--- src/hdl/assert_macros.svh ---
// Assertion helpers shared by the RTL files.
// Each macro samples on clk and is disabled while rst_n is low.
`ifndef ASSERT_MACROS_SVH
`define ASSERT_MACROS_SVH

// Same-cycle implication.
`define ASSERT_IMPL(lbl, ant, con, msg) \
    lbl: assert property (@(posedge clk) disable iff (!rst_n) (ant) |-> (con)) else $error(msg);

// Next-cycle implication.
`define ASSERT_NEXT(lbl, ant, con, msg) \
    lbl: assert property (@(posedge clk) disable iff (!rst_n) (ant) |=> (con)) else $error(msg);

`endif

--- src/hdl/ttbdd_ram.sv ---
// ---------------------------------------------------------------------------
// ttbdd_ram
// Generic single-write, single-read RAM with registered read data.
// ---------------------------------------------------------------------------
module ttbdd_ram #(
    parameter int WIDTH = 32,
    parameter int DEPTH = 128
) (
    input  logic                     clk,
    input  logic                     we,
    input  logic [$clog2(DEPTH)-1:0] waddr,
    input  logic [WIDTH-1:0]         wdata,
    input  logic [$clog2(DEPTH)-1:0] raddr,
    output logic [WIDTH-1:0]         rdata
);

    logic [WIDTH-1:0] mem [DEPTH];

    always_ff @(posedge clk)
    begin
        if (we)
        begin
            mem[waddr] <= wdata;
        end
        rdata <= mem[raddr];
    end

endmodule

--- config.mk ---
export PLATFORM = sky130hd
export DESIGN_NAME = ttbdd_ram
export DESIGN_NICKNAME = d
export VERILOG_FILES = /design/src/hdl/assert_macros.svh /design/src/hdl/ttbdd_ram.sv
export SDC_FILE = /design/constraint.sdc
export NUM_CORES = 2
export LEC_CHECK = 0
export BUFFER_PORTS_ARGS = -buffer_cell sky130_fd_sc_hd__buf_2
export CAP_MARGIN = 20
export CORE_MARGIN = 2
export CORE_UTILIZATION = 54
export CTS_CLUSTER_SIZE = 14
export DETAILED_ROUTE_END_ITERATION = 10
export PLACE_DENSITY = 0.8
export SLEW_MARGIN = 25
export SYNTH_ARGS = -nofsm -noshare
export SYNTH_HDL_FRONTEND = slang
export SYNTH_SLANG_ARGS = --single-unit
--- constraint.sdc ---
create_clock -name clk -period 3.1 [get_ports clk]
set_clock_uncertainty 0.1 [all_clocks]
set_input_delay 0 -clock clk [delete_from_list [all_inputs] [get_ports clk]]
set_output_delay 0 -clock clk [all_outputs]
set_load 0.005 [all_outputs]
==> results.yml <==
status:
  outcome: "finished, violations left"
  violations: "DRC, setup timing"
logic_synthesis:
  synth_top_area_share_pct: 78.7
  synthAdderAreaFrac_pct: 0
  ys_dominant_reg_cell: "edfxtp_1"
  synthMuxAreaShare_pct: 19.6
  synthCells: 5990
  syn_avg_cell_area_um2: 26.1
  yosys-top-cells-count: "4096 x edfxtp_1, 1344 x mux4_2, 182 x clkbuf_1, 122 x nor2_1, 79 x buf_2"
  synth.most_common_cell: "edfxtp_1"
  synthArstFlopShare_pct: 0
  mappedNetlistArea_um2: 156000
  synth_cell_types: 17
  yosysSeqAreaShare_pct: 79.1
  yosysTopAreaCell: "edfxtp_1"
  ys_ff_latch: 4128
  synth_edf_count: 4096
  yosys_warnings: 0
  synth_compound_area_share_pct: 0
  synth_top_family_by_area: "multiplexers"
  synth_area_leaders: "edfxtp_1 79%, mux4_2 19%, clkbuf_1 0.44%"
  synth_xor_area_share_pct: 0
  synthSimpleGateAreaFrac_pct: 0.446
  syn_nets: 6038
power_and_ir_drop:
  power.leakage_nw: 55.2
  p_per_area_nw_per_um2: 633
  irDropWorstVdd_uv: 491
  power_mw: 114
clocking:
  ctsResizeCount: 0
  clkTransAtPathRegs_ns: 0.06
  cts_max_level: 5
  cts_buffer_depth: 4
  tritoncts: "yes"
  cts_root_buf: "clkbuf_16"
  clkLatencyLatePin_ns: 0.93
  cts_buffers: 376
  clock_sink_count: 4128
setup_path:
  slowest_stage: "dlygate4sd3_1"
  regToRegSetupSlack_ns: 0.14
  r2r_cells: 5
  path_common_cell: "dlygate4sd3_1"
  cp_cell_sequence: "dlygate4sd3_1, buf_2, nor2b_1, nand3_1, dlygate4sd3_1, buf_4, nor2_4, dlygate4sd3_1"
  cp_max_fo: 8
  crit_path_start_kind: "primary input"
  cp.arrival_ns: 3.64
  worstReg2RegStart: "mem[36][6]"
  critPathCaptureType: "flop"
  r2r-end: "rdata[6]"
  worstSetupPathType: "primary input to flop"
  crit_required_ns: 3.53
  slowest_delay_ns: 0.92
routing:
  first_pass_iters: 9
  wl_per_cell_um: 41.9
  via_per_inst: 7.16
  vias: 76800
  drt_iter0_drc: 14600
  drc_errors: 2
  antenna_left: 0
  drt-total-wl_mm: 449
worst_hold_path:
  hp-class: "primary input to flop"
  min-delay-start: "wdata[17]"
  hold-path-cell-count: 2
  min_to: "mem[112][17]"
sta:
  max_freq_ghz: 0.311
  rsz0062_at_grt: "false"
  slew_viol_final: 0
  finalHoldViolations: 0
  whs_ns: 0.0237
  setup-violations-final: 8
  fin_crit_sh_pct: 104
  relSlewSlack_pct: 24.0
  worst_slew_pin_slew_ns: 1.14
  finalWorstSetupSlack_ns: -0.113
  period_needed_ns: 3.21
finish:
  nFillCells: 17000
  nets: 6674
  area_delta_synth_final_pct: 14.9
  regArea_um2: 124000
  final_layout_size_suffix_gt1_share_pct: 36.5
  fin_area_um2: 180000
  final_util_pct: 62.4
  multiInputGateArea_um2: 32300
  instances_no_fill: 10700
global_routing:
  grt.overflow.total: 0
  grt_pass1_vias: 77500
  busiest_layer: "met2"
  grtUsageMet2_pct: 49.0
  grt_max_degree: 129
  grt_util_met3_pct: 7.44
  grt_pass1_wl_mm: 621
  gr-usage-all-layers_pct: 30.6
  antenna_found_initial: 69
  grt_use_met1_pct: 38.8
placed_design:
  numPortBuffers: 79
  dp.cells: 9978
  dpl_cell_area_um2: 167000
  gp_congestion: 0.874
  place_hpwl_mm: 225
floorplan:
  initial_core_util_pct: 54.3
  fp-row-count: 197
  core_region_area_um2: 288000
  fp.dieH_um: 542
  io_pins: 80
  fp.dieW_um: 542
  dieArea_um2: 294000
job:
  maxCapViolations: 0
-- flip-flops by register name, indices dropped and copies added, names as in the netlist --
register,count
mem,4096
rdata,32
-- through the flow --
stage	setup TNS, ns	setup WS, ns
floorplan	-21.75	-0.239
global placement	-1.11	-0.232
detailed placement	-1.44	-0.269
CTS	0	0.105
global route	0	0.00411
finish	-0.852	-0.113
-- where the power goes --
part	switching, mW	internal (mW)
registers	0.291	61.6
clock network	20.3	24.9
logic	3.97	2.60
-- critical path, delay by kind of cell --
kind                   cells  cell delay (ns)
buffers and inverters      5             2.78
AND/OR/NAND/NOR            3             0.85
-- repair_timing --
action / 4_1_cts / 5_1_grt
hold endpoints to repair: 4820 / 1
setup buffers: 0 / 0
hold buffers: 48 / 1
-- cell families (layout without fill, tap and decap cells) --
| kind of cell | after synthesis | in the layout |
|---|---|---|
| flip-flops | 4128 | 4128 |
| other | 0 | 41 |
| AND/OR/NAND/NOR | 170 | 170 |
| buffers and inverters | 316 | 1225 |
| multiplexers | 1376 | 1376 |
-- cells in the final DEF, fill, tap and decap left out, drive strengths merged --
cell type | Yosys | layout
nor2 | 122 | 122
bufinv | 0 | 24
or3 | 1 | 1
nor2b | 7 | 7
dfxtp | 32 | 32
inv | 0 | 4
nor3 | 9 | 9
dlygate4sd3 | 0 | 49
mux4 | 1344 | 1344
buf | 134 | 524
diode | 0 | 41
clkinv | 0 | 133
nand2 | 14 | 14
edfxtp | 4096 | 4096
nand4 | 3 | 3
clkbuf | 182 | 486
mux2 | 32 | 32
nand2b | 2 | 2
clkinvlp | 0 | 5
nand3 | 12 | 12
-- how the worst max path moves through the flow --
| stage | start | endpoint | slack (ns) | cells after the start |
|---|---|---|---|---|
| finish | waddr[4] | mem[113][4] | -0.11 | 8 |
| global route | waddr[4] | mem[113][25] | 0.004 | 8 |
| CTS | waddr[4] | mem[113][4] | 0.11 | 8 |
| detailed placement | raddr[0] | rdata[17] | -0.27 | 8 |
| global placement | raddr[0] | rdata[17] | -0.23 | 8 |
| floorplan | we | mem[98][0] | -0.24 | 3 |
-- cell type report --
type	count	area share [%]
clock inverter	166	0.775
antenna	41	0.0572
sequential	4128	68.9
multi-input combinational	1546	18.0
timing repair buffer	574	4.03
clock buffer	485	5.62
tap	3781	2.64
-- routing by layer --
| layer | part of all wire, % | wire (um) |
|---|---|---|
| met5 | 0.046 | 207 |
| met1 | 31 | 137000 |
| met4 | 6.4 | 28900 |
| met2 | 49 | 220000 |
| met3 | 14 | 62300 |
Power figures use the tool's default switching activity.
