===== src/hdl/assert_macros.svh =====
// Assertion helpers shared by the RTL files.
// Each macro samples on clk and is disabled while rst_n is low.
`ifndef ASSERT_MACROS_SVH
`define ASSERT_MACROS_SVH

// Same-cycle implication.
`define ASSERT_IMPL(lbl, ant, con, msg) \
    lbl: assert property (@(posedge clk) disable iff (!rst_n) (ant) |-> (con)) else $error(msg);

// Next-cycle implication.
`define ASSERT_NEXT(lbl, ant, con, msg) \
    lbl: assert property (@(posedge clk) disable iff (!rst_n) (ant) |=> (con)) else $error(msg);

`endif


===== src/hdl/ttbdd_pkg.sv =====
// ---------------------------------------------------------------------------
// ttbdd_pkg
// Constants, types and helpers of the truth table BDD node counter.
// ---------------------------------------------------------------------------
package ttbdd_pkg;

    localparam int MAX_VARS    = 10;
    localparam int MAX_OUTPUTS = 4;
    localparam int WORD_BITS   = 32;
    localparam int NODE_DEPTH  = 4096;
    localparam int LOG_WORD    = 5;

    localparam int TABLE_DEPTH = MAX_OUTPUTS << (MAX_VARS - LOG_WORD);
    localparam int TAB_AW      = $clog2(TABLE_DEPTH);
    localparam int NODE_AW     = $clog2(NODE_DEPTH);
    localparam int IDX_W       = $clog2(MAX_OUTPUTS << MAX_VARS);
    localparam int CNT_W       = NODE_AW + 1;
    localparam int CODE_W      = IDX_W + 2;
    localparam int LEV_W       = $clog2(MAX_VARS + 1);
    localparam int OUTS_W      = $clog2(MAX_OUTPUTS + 1);
    localparam int WI_W        = MAX_VARS - LOG_WORD;
    localparam int POS_W       = LOG_WORD;
    localparam int WCNT_W      = 8;

    // Fixed field widths.
    localparam int VAR_W   = 4;
    localparam int OUT_W   = 3;
    localparam int CFG_W   = 4;
    localparam int COUNT_W = 13;

    localparam logic [COUNT_W-1:0] COUNT_CAP = COUNT_W'(4096);

    // Register indexes.
    localparam logic REG_VAR_COUNT    = 1'b0;
    localparam logic REG_OUTPUT_COUNT = 1'b1;

    // Cofactor result codes for the constants.
    localparam logic [CODE_W-1:0] CODE_ZERO = CODE_W'(0);
    localparam logic [CODE_W-1:0] CODE_ONE  = CODE_W'(1);

    typedef struct packed {
        logic [WORD_BITS-1:0] value;
        logic                 eq;
        logic                 cp;
        logic                 zero;
        logic                 one;
    } cmp_res_t;

    // Mask of a function of 2^lw minterms held in one word.
    function automatic logic [WORD_BITS-1:0] lw_mask(input logic [LEV_W-1:0] lw);
        logic [WORD_BITS-1:0] m;
        m = 32'hffffffff;
        case (lw)
            LEV_W'(0): m = 32'h00000001;
            LEV_W'(1): m = 32'h00000003;
            LEV_W'(2): m = 32'h0000000f;
            LEV_W'(3): m = 32'h000000ff;
            LEV_W'(4): m = 32'h0000ffff;
            default:   m = 32'hffffffff;
        endcase
        return m;
    endfunction

endpackage


===== src/hdl/ttbdd_cmp.sv =====
// ---------------------------------------------------------------------------
// ttbdd_cmp
// Shared compare unit: extract a function slice from a table word and
// compare it with a reference slice, with its complement and with both constants.
// ---------------------------------------------------------------------------
module ttbdd_cmp import ttbdd_pkg::*; (
    input  logic [WORD_BITS-1:0] word,
    input  logic [POS_W-1:0]     pos,
    input  logic [WORD_BITS-1:0] mask,
    input  logic [WORD_BITS-1:0] ref_word,
    output cmp_res_t             res
);

    logic [WORD_BITS-1:0] v;

    assign v = (word >> pos) & mask;

    always_comb
    begin
        res.value = v;
        res.eq    = (v == ref_word);
        res.cp    = (v == (ref_word ^ mask));
        res.zero  = (v == '0);
        res.one   = (v == mask);
    end

endmodule


===== config.mk =====
export PLATFORM = sky130hd
export DESIGN_NAME = ttbdd_cmp
export DESIGN_NICKNAME = d
export VERILOG_FILES = /design/src/hdl/assert_macros.svh /design/src/hdl/ttbdd_pkg.sv /design/src/hdl/ttbdd_cmp.sv
export SDC_FILE = /design/constraint.sdc
export NUM_CORES = 1
export LEC_CHECK = 0
export ABC_CLOCK_PERIOD_IN_PS = 5350
export BUFFER_PORTS_ARGS = -buffer_cell sky130_fd_sc_hd__buf_2
export CELL_PAD_IN_SITES_DETAIL_PLACEMENT = 1
export CELL_PAD_IN_SITES_GLOBAL_PLACEMENT = 2
export CORE_MARGIN = 2
export CORE_UTILIZATION = 30
export DETAILED_ROUTE_END_ITERATION = 10
export PLACE_DENSITY_LB_ADDON = 0.1
export RECOVER_POWER = 100
export SETUP_SLACK_MARGIN = 0.05
export SYNTH_ARGS = -nofsm -noshare
export SYNTH_HDL_FRONTEND = slang
export SYNTH_SLANG_ARGS = --single-unit

===== constraint.sdc =====
create_clock -name vclk -period 5.35
set_clock_uncertainty 0.05 [all_clocks]
set_input_delay 1.07 -clock vclk [all_inputs]
set_output_delay 1.07 -clock vclk [all_outputs]
set_load 0.01 [all_outputs]

==> results of run 1 <==
routing by layer:
metal | share of wire (%) | vias up
met4 | 4.5 | 0
met2 | 48 | 240
li1 | - | 2591
met1 | 43 | 2783
met5 | 0 | -
met3 | 5.0 | 48
through the flow:
step	total power [uW]	hold slack [ns]
after floorplan	338	2.19
after global placement	600	2.43
after detailed placement	602	2.44
after CTS	610	2.44
after global routing	664	2.48
final	624	2.44
cell usage in the layout, fill, tap and decap left out, types with 4 or more instances in the layout:
cell type,Yosys,final
buf_4,3,67
o21ai_0,19,17
clkbuf_1,14,12
nor2b_1,15,15
inv_1,39,39
a22oi_1,10,10
mux2i_1,30,26
nand2b_1,16,16
buf_2,9,126
and2_1,10,8
or3_1,6,6
and3_1,6,6
xnor2_1,21,21
nand3_1,21,21
o22ai_1,10,9
mux2_2,14,13
a21oi_1,19,18
mux2i_2,0,4
mux4_2,26,29
nand2_1,49,49
nand4_1,14,14
o31ai_1,6,6
o21ai_1,2,4
a22o_1,6,6
a32oi_1,8,8
xor2_1,8,8
nor4_1,10,8
o2111ai_1,4,4
nand3b_1,5,5
nor3b_1,6,6
buf_12,1,6
nor3_1,17,16
a31oi_1,5,5
nor2_1,29,28
o211ai_1,6,6
timing repair:
action                                 in CTS  in global routing
setup endpoints to repair                   3                  4
gates resized for setup                    12                 18
endpoints found under the hold margin       0                  0
setup buffers                               0                  1
pin swaps                                   1                  3
worst max-delay path, cell delays in order:
cell      delay (ns)
buf_4           0.15
mux4_1          0.62
buf_4           0.18
mux2_1          0.37
buf_4           0.19
mux2i_1         0.16
o22ai_1         0.10
a2111o_1        0.36
nor4_1          0.44
buf_4           0.18
and4_1          0.17
clkbuf_2        0.13
kinds of logic after synthesis:
kind of cell,Yosys count,share of synthesized area (%)
simple gates,235,30.0
compound gates,148,26.2
mux,80,28.9
buf+inv,78,9.09
xor+xnor,29,5.80
worst paths after layout:
check / startpoint / to / slack [ns] / depth (start not counted)
worst max-delay path: pos[0] / res[3] / 0.10 / 12
worst min-delay path: mask[29] / res[33] / 2.44 / 4
cell type report:
cell class	count	area share [%]
Multi-Input combinational cell	492	70.5
Timing Repair Buffer	213	22.8
Tap cell	184	4.01
Inverter	41	2.68
power groups by stage:
stage	clock, uW	combinational, uW	sequential [uW]
5_1_grt	0	664	0
3_5_place_dp	0	602	0
4_1_cts	0	610	0
2_1_floorplan	0	338	0
3_3_place_gp	0	600	0
6_report	0	624	0
==> impl_metrics.yaml, run 1 <==
final_layout:
  nClkBuffers: 0
  final_layout_size_suffix_gt1_share_pct: 37.8
  antenna_cells: 0
  fillers: 1830
  postLayoutCoreUtil_pct: 40.0
  stdcell_count: 930
  multi_input_area_mm2: 0.00405
  fin_area_mm2: 0.00574
  nets: 849
  n_sequential_cell: 0
  final-seq-area_um2: 0
  syn_to_final_growth_pct: 31.2
power:
  seqPwrFrac_pct: 0
  sw_frac_of_total_pct: 57.3
  power_leakage_uw: 0.00248
  p_comb_share_pct: 100.0
  powerDensity_mw_per_mm2: 109
  power_switching_uw: 357
  p_int_uw: 266
  p_clk_share_pct: 0
  ir_worst_vdd_mv: 0.0480
routing:
  drt_wl_total_um: 24300
  route.vias.total: 5662
  viasPerCell: 6.09
  first_iter_violations: 338
  drc_errors: 0
  drtAntennaViolNets: 0
  first_pass_iters: 5
  wl_per_cell_um: 26.2
synthesis:
  ys_top_cells_by_count: "nand2_1 (49), inv_1 (39), mux2i_1 (30)"
  synthesis.nets: 671
  synthTopCellsByArea: "mux4_2 (13%), mux2i_1 (6.9%), nand2_1 (4.2%)"
  synth_top_area_share_pct: 13.4
  yosysWarnings: 0
  ys_seq_area_share_pct: 0
  synthCells: 570
  yosysTopAreaCell: "mux4_2"
  synthDistinctLibCells: 90
  syn_area_per_cell_um2: 7.68
  synth_area_mm2: 0.00438
  yosysMostFrequentCell: "nand2_1"
placed_design:
  placed_cell_area_mm2: 0.00567
  gp_congestion: 0.935
  dp_hpwl_um: 20800
  dp_slack_ns: -0.145
  numPortBuffers: 137
  dp_cells: 929
floorplanning:
  initial_core_util_pct: 30.5
  rows: 44
  coreArea_mm2: 0.0144
  die_h_um: 125
  die_w_um: 125
  io_pins: 137
  die-area_mm2: 0.0156
critical_path:
  cp-start-kind: "input pin"
  required_ns: 4.23
  endpoint_kind: "output port"
  critPathKind: "input pin to output port"
  critical_path_arrival_ns: 4.13
  crit_fanout: 6
global_routing:
  met1_usage_pct: 40.2
  grt_overflow: 0
  grtUsageMet3_pct: 1.72
  track_usage_pct: 30.2
  grt_max_degree: 22
  antenna_found_initial: 0
  grt_pass1_vias: 5801
  grt_use_met2_pct: 52.1
  busiest_layer: "met2"
  grt_pass1_wl_um: 36500
timing:
  finalHoldViolations: 0
  fmax_mhz: 191
  fin_crit_sh_pct: 98.1
  tightest_slew_ns: 0.742
  finalSetupViolCount: 0
  setup_tns_ns: 0
  rsz0062_at_grt: "yes"
  slew_violations: 0
  setup_ws_ns: 0.103
  period_minus_slack_ns: 5.25
  relSlewSlack_pct: 50.1
run_status:
  status: "finished clean"
flow_run:
  max_cap_viol_count: 0
clocking:
  hold_buffers: 0
hold_path:
  min_path_type: "input pin to output port"
Note: power is estimated with default switching activity, not from simulation.
==> run 2, diff against run 1 <==
- ABC_AREA: unset -> 1
- CORE_UTILIZATION: 30 -> 23
==> run 2 against run 1 <==
Non-clock buffer count is 66 lower. Critical path depth is 3 higher. Sequential share of layout area stayed put. Wire length is 25% lower. Largest cell class unchanged.
==> impl_metrics.yaml, run 2 <==
critical_path:
  slowest_stage: "o21ai_0"
  endpoint_kind: "output port"
  cp-start-kind: "input pin"
  critPathLaunch: "pos[0]"
  critical_path_arrival_ns: 3.95
  path_cells: "buf_2, inv_2, nand2_1, nand3_1, nand3_1, o21ai_0, nand3_1, nand2_1, nand2_1, nor2_1, nand2_1, nor2_1, nand2_1, nor2_1, buf_2"
  crit_fanout: 33
  cp_common_cell: "nand2_1"
  required_ns: 4.23
  critPathMaxStageDelay_ns: 0.61
  critPathKind: "input pin to output port"
timing:
  rsz0062_at_grt: "no"
  slew_violations: 0
  finalSetupViolCount: 0
  tightest_slew_ns: 0.694
  hold_ws_ns: 2.43
  period_minus_slack_ns: 5.07
  fin_crit_sh_pct: 94.7
  setup_tns_ns: 0
  finalHoldViolations: 0
  fmax_mhz: 197
  relSlewSlack_pct: 53.2
final_layout:
  nets: 980
  n_sequential_cell: 0
  final_layout_size_suffix_gt1_share_pct: 14.8
  stdcell_count: 1065
  postLayoutCoreUtil_pct: 28.6
  final_cell_mix: "nand2_1 (295), nand3_1 (225), buf_2 (115), inv_1 (60), nor2_1 (46)"
  final-seq-area_um2: 0
  nClkBuffers: 0
  antenna_cells: 0
  fillers: 2162
  syn_to_final_growth_pct: 22.9
  multi_input_area_mm2: 0.00308
  final_common_cell: "nand2_1"
floorplanning:
  die-area_mm2: 0.0162
  die_h_um: 127
  initial_core_util_pct: 23.3
  coreArea_mm2: 0.0150
  io_pins: 137
  rows: 45
  die_w_um: 127
clocking:
  hold_buffers: 0
  post_cts_buffers: 0
  postCtsResizedCells: 0
power:
  ir_worst_vdd_mv: 0.0268
  power_leakage_uw: 0.00252
  powerDensity_mw_per_mm2: 99.5
synthesis:
  yosysTopAreaCell: "nand3_1"
  syn_area_per_cell_um2: 4.58
  synthesis.nets: 864
  synthMuxAreaShare_pct: 0
  synth-compound-area-share_pct: 2.04
  ys_seq_area_share_pct: 0
  synth_top_family_by_area: "simple AND/OR/NAND/NOR gates"
  synth_xor_xnor_area_share_pct: 7.01
  ys_top_cells_by_count: "nand2_1 (295), nand3_1 (223), inv_1 (58)"
  synthSimpleGateAreaFrac_pct: 79.7
  synthDistinctLibCells: 27
  synth_area_mm2: 0.00350
  synthTopCellsByArea: "nand3_1 (32%), nand2_1 (32%), nand4_1 (7.3%)"
  synthCells: 763
  yosys.area_share.adder_pct: 0
  synth_top_area_share_pct: 31.9
  yosysMostFrequentCell: "nand2_1"
  yosysWarnings: 0
global_routing:
  grt_pass1_vias: 5583
  busiest_layer: "met2"
  grt_pass1_wl_um: 28700
  track_usage_pct: 21.9
  grt_max_degree: 37
  grt_use_met2_pct: 40.6
  grtUsageMet3_pct: 0.879
  met1_usage_pct: 28.9
  antenna_found_initial: 0
  grt_overflow: 0
placed_design:
  numPortBuffers: 137
  gp_congestion: 0.884
  dp_cells: 1065
  dp_hpwl_um: 15400
run_status:
  status: "finished clean"
routing:
  wl_per_cell_um: 17.0
  first_pass_iters: 4
  first_iter_violations: 297
  drt_wl_total_um: 18100
  viasPerCell: 5.15
  drtAntennaViolNets: 0
  route.vias.total: 5482
  drc_errors: 0
flow_run:
  max_cap_viol_count: 0
hold_path:
  min_from: "mask[16]"
  min_path_type: "input pin to output port"
[run 2: metrics by stage]
step,cell area (um^2),setup slack [ns],total power [uW]
floorplan,3500,1.63,265
global placement,4350,0.566,426
detailed placement,4350,0.543,433
CTS,4350,0.532,435
global route,4300,0.0663,483
finish,4300,0.283,427
[run 2: worst max-delay path: cells and delay by family]
family          cells  cell delay (ns)
simple gates       11             1.49
buf+inv             3             0.76
compound gates      1             0.61
[run 2: cells by family after synthesis]
| family | after synthesis |
|---|---|
| buffers and inverters | 99 |
| AOI/OAI and AO/OA | 13 |
| and+or+nand+nor | 623 |
| xor gates and xnor gates | 28 |
[run 2: final timing paths]
kind,endpoint,slack (ns),cells past startpoint
worst max-delay path,res[3],0.28,15
worst min-delay path,res[20],2.43,4
[run 2: final cells by class]
class,count,area share [%]
repair buffers,147,17.1
multi-input cells,664,71.7
well taps,188,5.47
inverters,66,5.76
[run 2: layer usage]
| metal | vias up | wire (um) |
|---|---|---|
| li1 | 2761 | - |
| met1 | 2572 | 8220 |
| met2 | 135 | 9050 |
| met3 | 14 | 634 |
| met4 | 0 | 233 |
| met5 | - | 0 |
[run 2: where the power goes]
| part | switching (uW) | total (uW) | internal [uW] |
|---|---|---|---|
| Combinational | 288 | 427 | 139 |
| Clock | 0 | 0 | 0 |
| Sequential | 0 | 0 | 0 |
==> run 3, diff against run 2 <==
- PLACE_DENSITY: unset -> 0.89
- PLACE_DENSITY_LB_ADDON: 0.1 -> unset
- SLEW_MARGIN: unset -> 30
==> run 3 against run 2 <==
Flip-flop and latch count unchanged. Setup slack improved by 0.32 ns. Final cell count decreased by 0.28%. Via count increased by 0.93%. Hold slack improved by 0.014 ns. Highest routed layer unchanged.
==> impl_metrics.yaml, run 3 (synthesis results as in run 2) <==
floorplanning:
  initial_core_util_pct: 23.3
  die_h_um: 127
  die-area_mm2: 0.0162
  die_w_um: 127
  coreArea_mm2: 0.0150
  io_pins: 137
  rows: 45
timing:
  relSlewSlack_pct: 58.1
  fmax_mhz: 211
  fin_crit_sh_pct: 88.6
  slew_violations: 0
  setup_tns_ns: 0
  tightest_slew_ns: 0.628
  finalSetupViolCount: 0
  rsz0062_at_grt: "no"
  finalHoldViolations: 0
  period_minus_slack_ns: 4.74
power:
  power_leakage_uw: 0.00250
  powerDensity_mw_per_mm2: 98.5
  ir_worst_vdd_mv: 0.0260
global_routing:
  grt_pass1_vias: 5425
  track_usage_pct: 20.4
  grt_pass1_wl_um: 27200
  antenna_found_initial: 0
  grt_max_degree: 37
  grt_overflow: 0
clocking:
  post_cts_buffers: 0
  hold_buffers: 0
  postCtsResizedCells: 0
critical_path:
  endpoint_kind: "output port"
  cp_common_cell: "nand2_1"
  path_cells: "buf_2, inv_2, nand2_1, nand3_1, nand3_1, o21ai_0, nand3_1, nand2_1, nand2_1, nor2_1, nand2_1, nor2_1, nand2_1, nor2_1, clkbuf_1"
  slowest_stage: "o21ai_0"
  crit_fanout: 33
  critPathBufInv: 3
  cp-start-kind: "input pin"
  required_ns: 4.23
  critPathMaxStageDelay_ns: 0.43
  critPathTopFamily: "simple AND/OR/NAND/NOR gates"
  critPathKind: "input pin to output port"
  critical_path_arrival_ns: 3.62
final_layout:
  syn_to_final_growth_pct: 22.2
  final_common_cell: "nand2_1"
  n_sequential_cell: 0
  nClkBuffers: 0
  nets: 977
  final-seq-area_um2: 0
  final_layout_size_suffix_gt1_share_pct: 14.3
  final_cell_mix: "nand2_1 (295), nand3_1 (226), buf_2 (113), inv_1 (61), nor2_1 (46)"
  antenna_cells: 0
  postLayoutCoreUtil_pct: 28.4
routing:
  drt_wl_total_um: 17100
  viasPerCell: 5.21
  first_pass_iters: 4
  route.vias.total: 5533
  wl_per_cell_um: 16.1
  drtAntennaViolNets: 0
  first_iter_violations: 383
  drc_errors: 0
run_status:
  status: "finished clean"
placed_design:
  numPortBuffers: 137
  gp_congestion: 0.931
  dp_hpwl_um: 14400
hold_path:
  holdPathEnd: "res[20]"
  min_from: "mask[16]"
  holdPathStages: 4
  min_path_type: "input pin to output port"
flow_run:
  max_cap_viol_count: 0
-- run 3: layout make-up --
type | instances | area (um^2)
repair buffers | 144 | 708
multi-input cells | 664 | 3080
inverters | 66 | 248
well taps | 188 | 235
fillers | 2177 | 10800
-- run 3: stage by stage --
| stage | instance area, um^2 | total power, uW | hold WS (ns) | cells | setup slack [ns] |
|---|---|---|---|---|---|
| detailed placement | 4320 | 422 | 2.45 | 1062 | 0.702 |
| CTS | 4320 | 424 | 2.45 | 1062 | 0.695 |
| global route | 4270 | 474 | 2.48 | 1062 | 0.295 |
| floorplan | 3500 | 265 | 2.18 | 763 | 1.63 |
| finish | 4270 | 421 | 2.44 | 1062 | 0.607 |
| global placement | 4320 | 417 | 2.45 | 1062 | 0.676 |
-- run 3: report_power, final --
| group | total (uW) | internal [uW] | switching [uW] |
|---|---|---|---|
| Clock | 0 | 0 | 0 |
| Sequential | 0 | 0 | 0 |
| Combinational | 421 | 138 | 283 |
| Total | 421 | 138 | 283 |
-- run 3: worst min-delay path, stage by stage --
cell,delay [ns]
buf_2,0.12
inv_1,0.05
nor2_1,0.06
clkbuf_1,0.13
-- run 3: layer usage --
layer / GRT usage, % / routed length, um / up-vias
met4: 4.40 / 439 / 0
met3: 1.47 / 783 / 32
li1: - / - / 2761
met2: 36.0 / 7970 / 159
met1: 27.3 / 7910 / 2581
met5: 0 / 0 / -
-- run 3: worst max path at each step --
stage                start  cells past startpoint  endpoint  slack [ns]
global placement    pos[1]                     15    res[2]        0.68
finish              pos[0]                     15    res[3]        0.61
floorplan           pos[2]                     11    res[3]        1.63
CTS                 pos[1]                     15    res[2]        0.70
detailed placement  pos[1]                     15    res[2]        0.70
global route        pos[0]                     15    res[3]        0.30
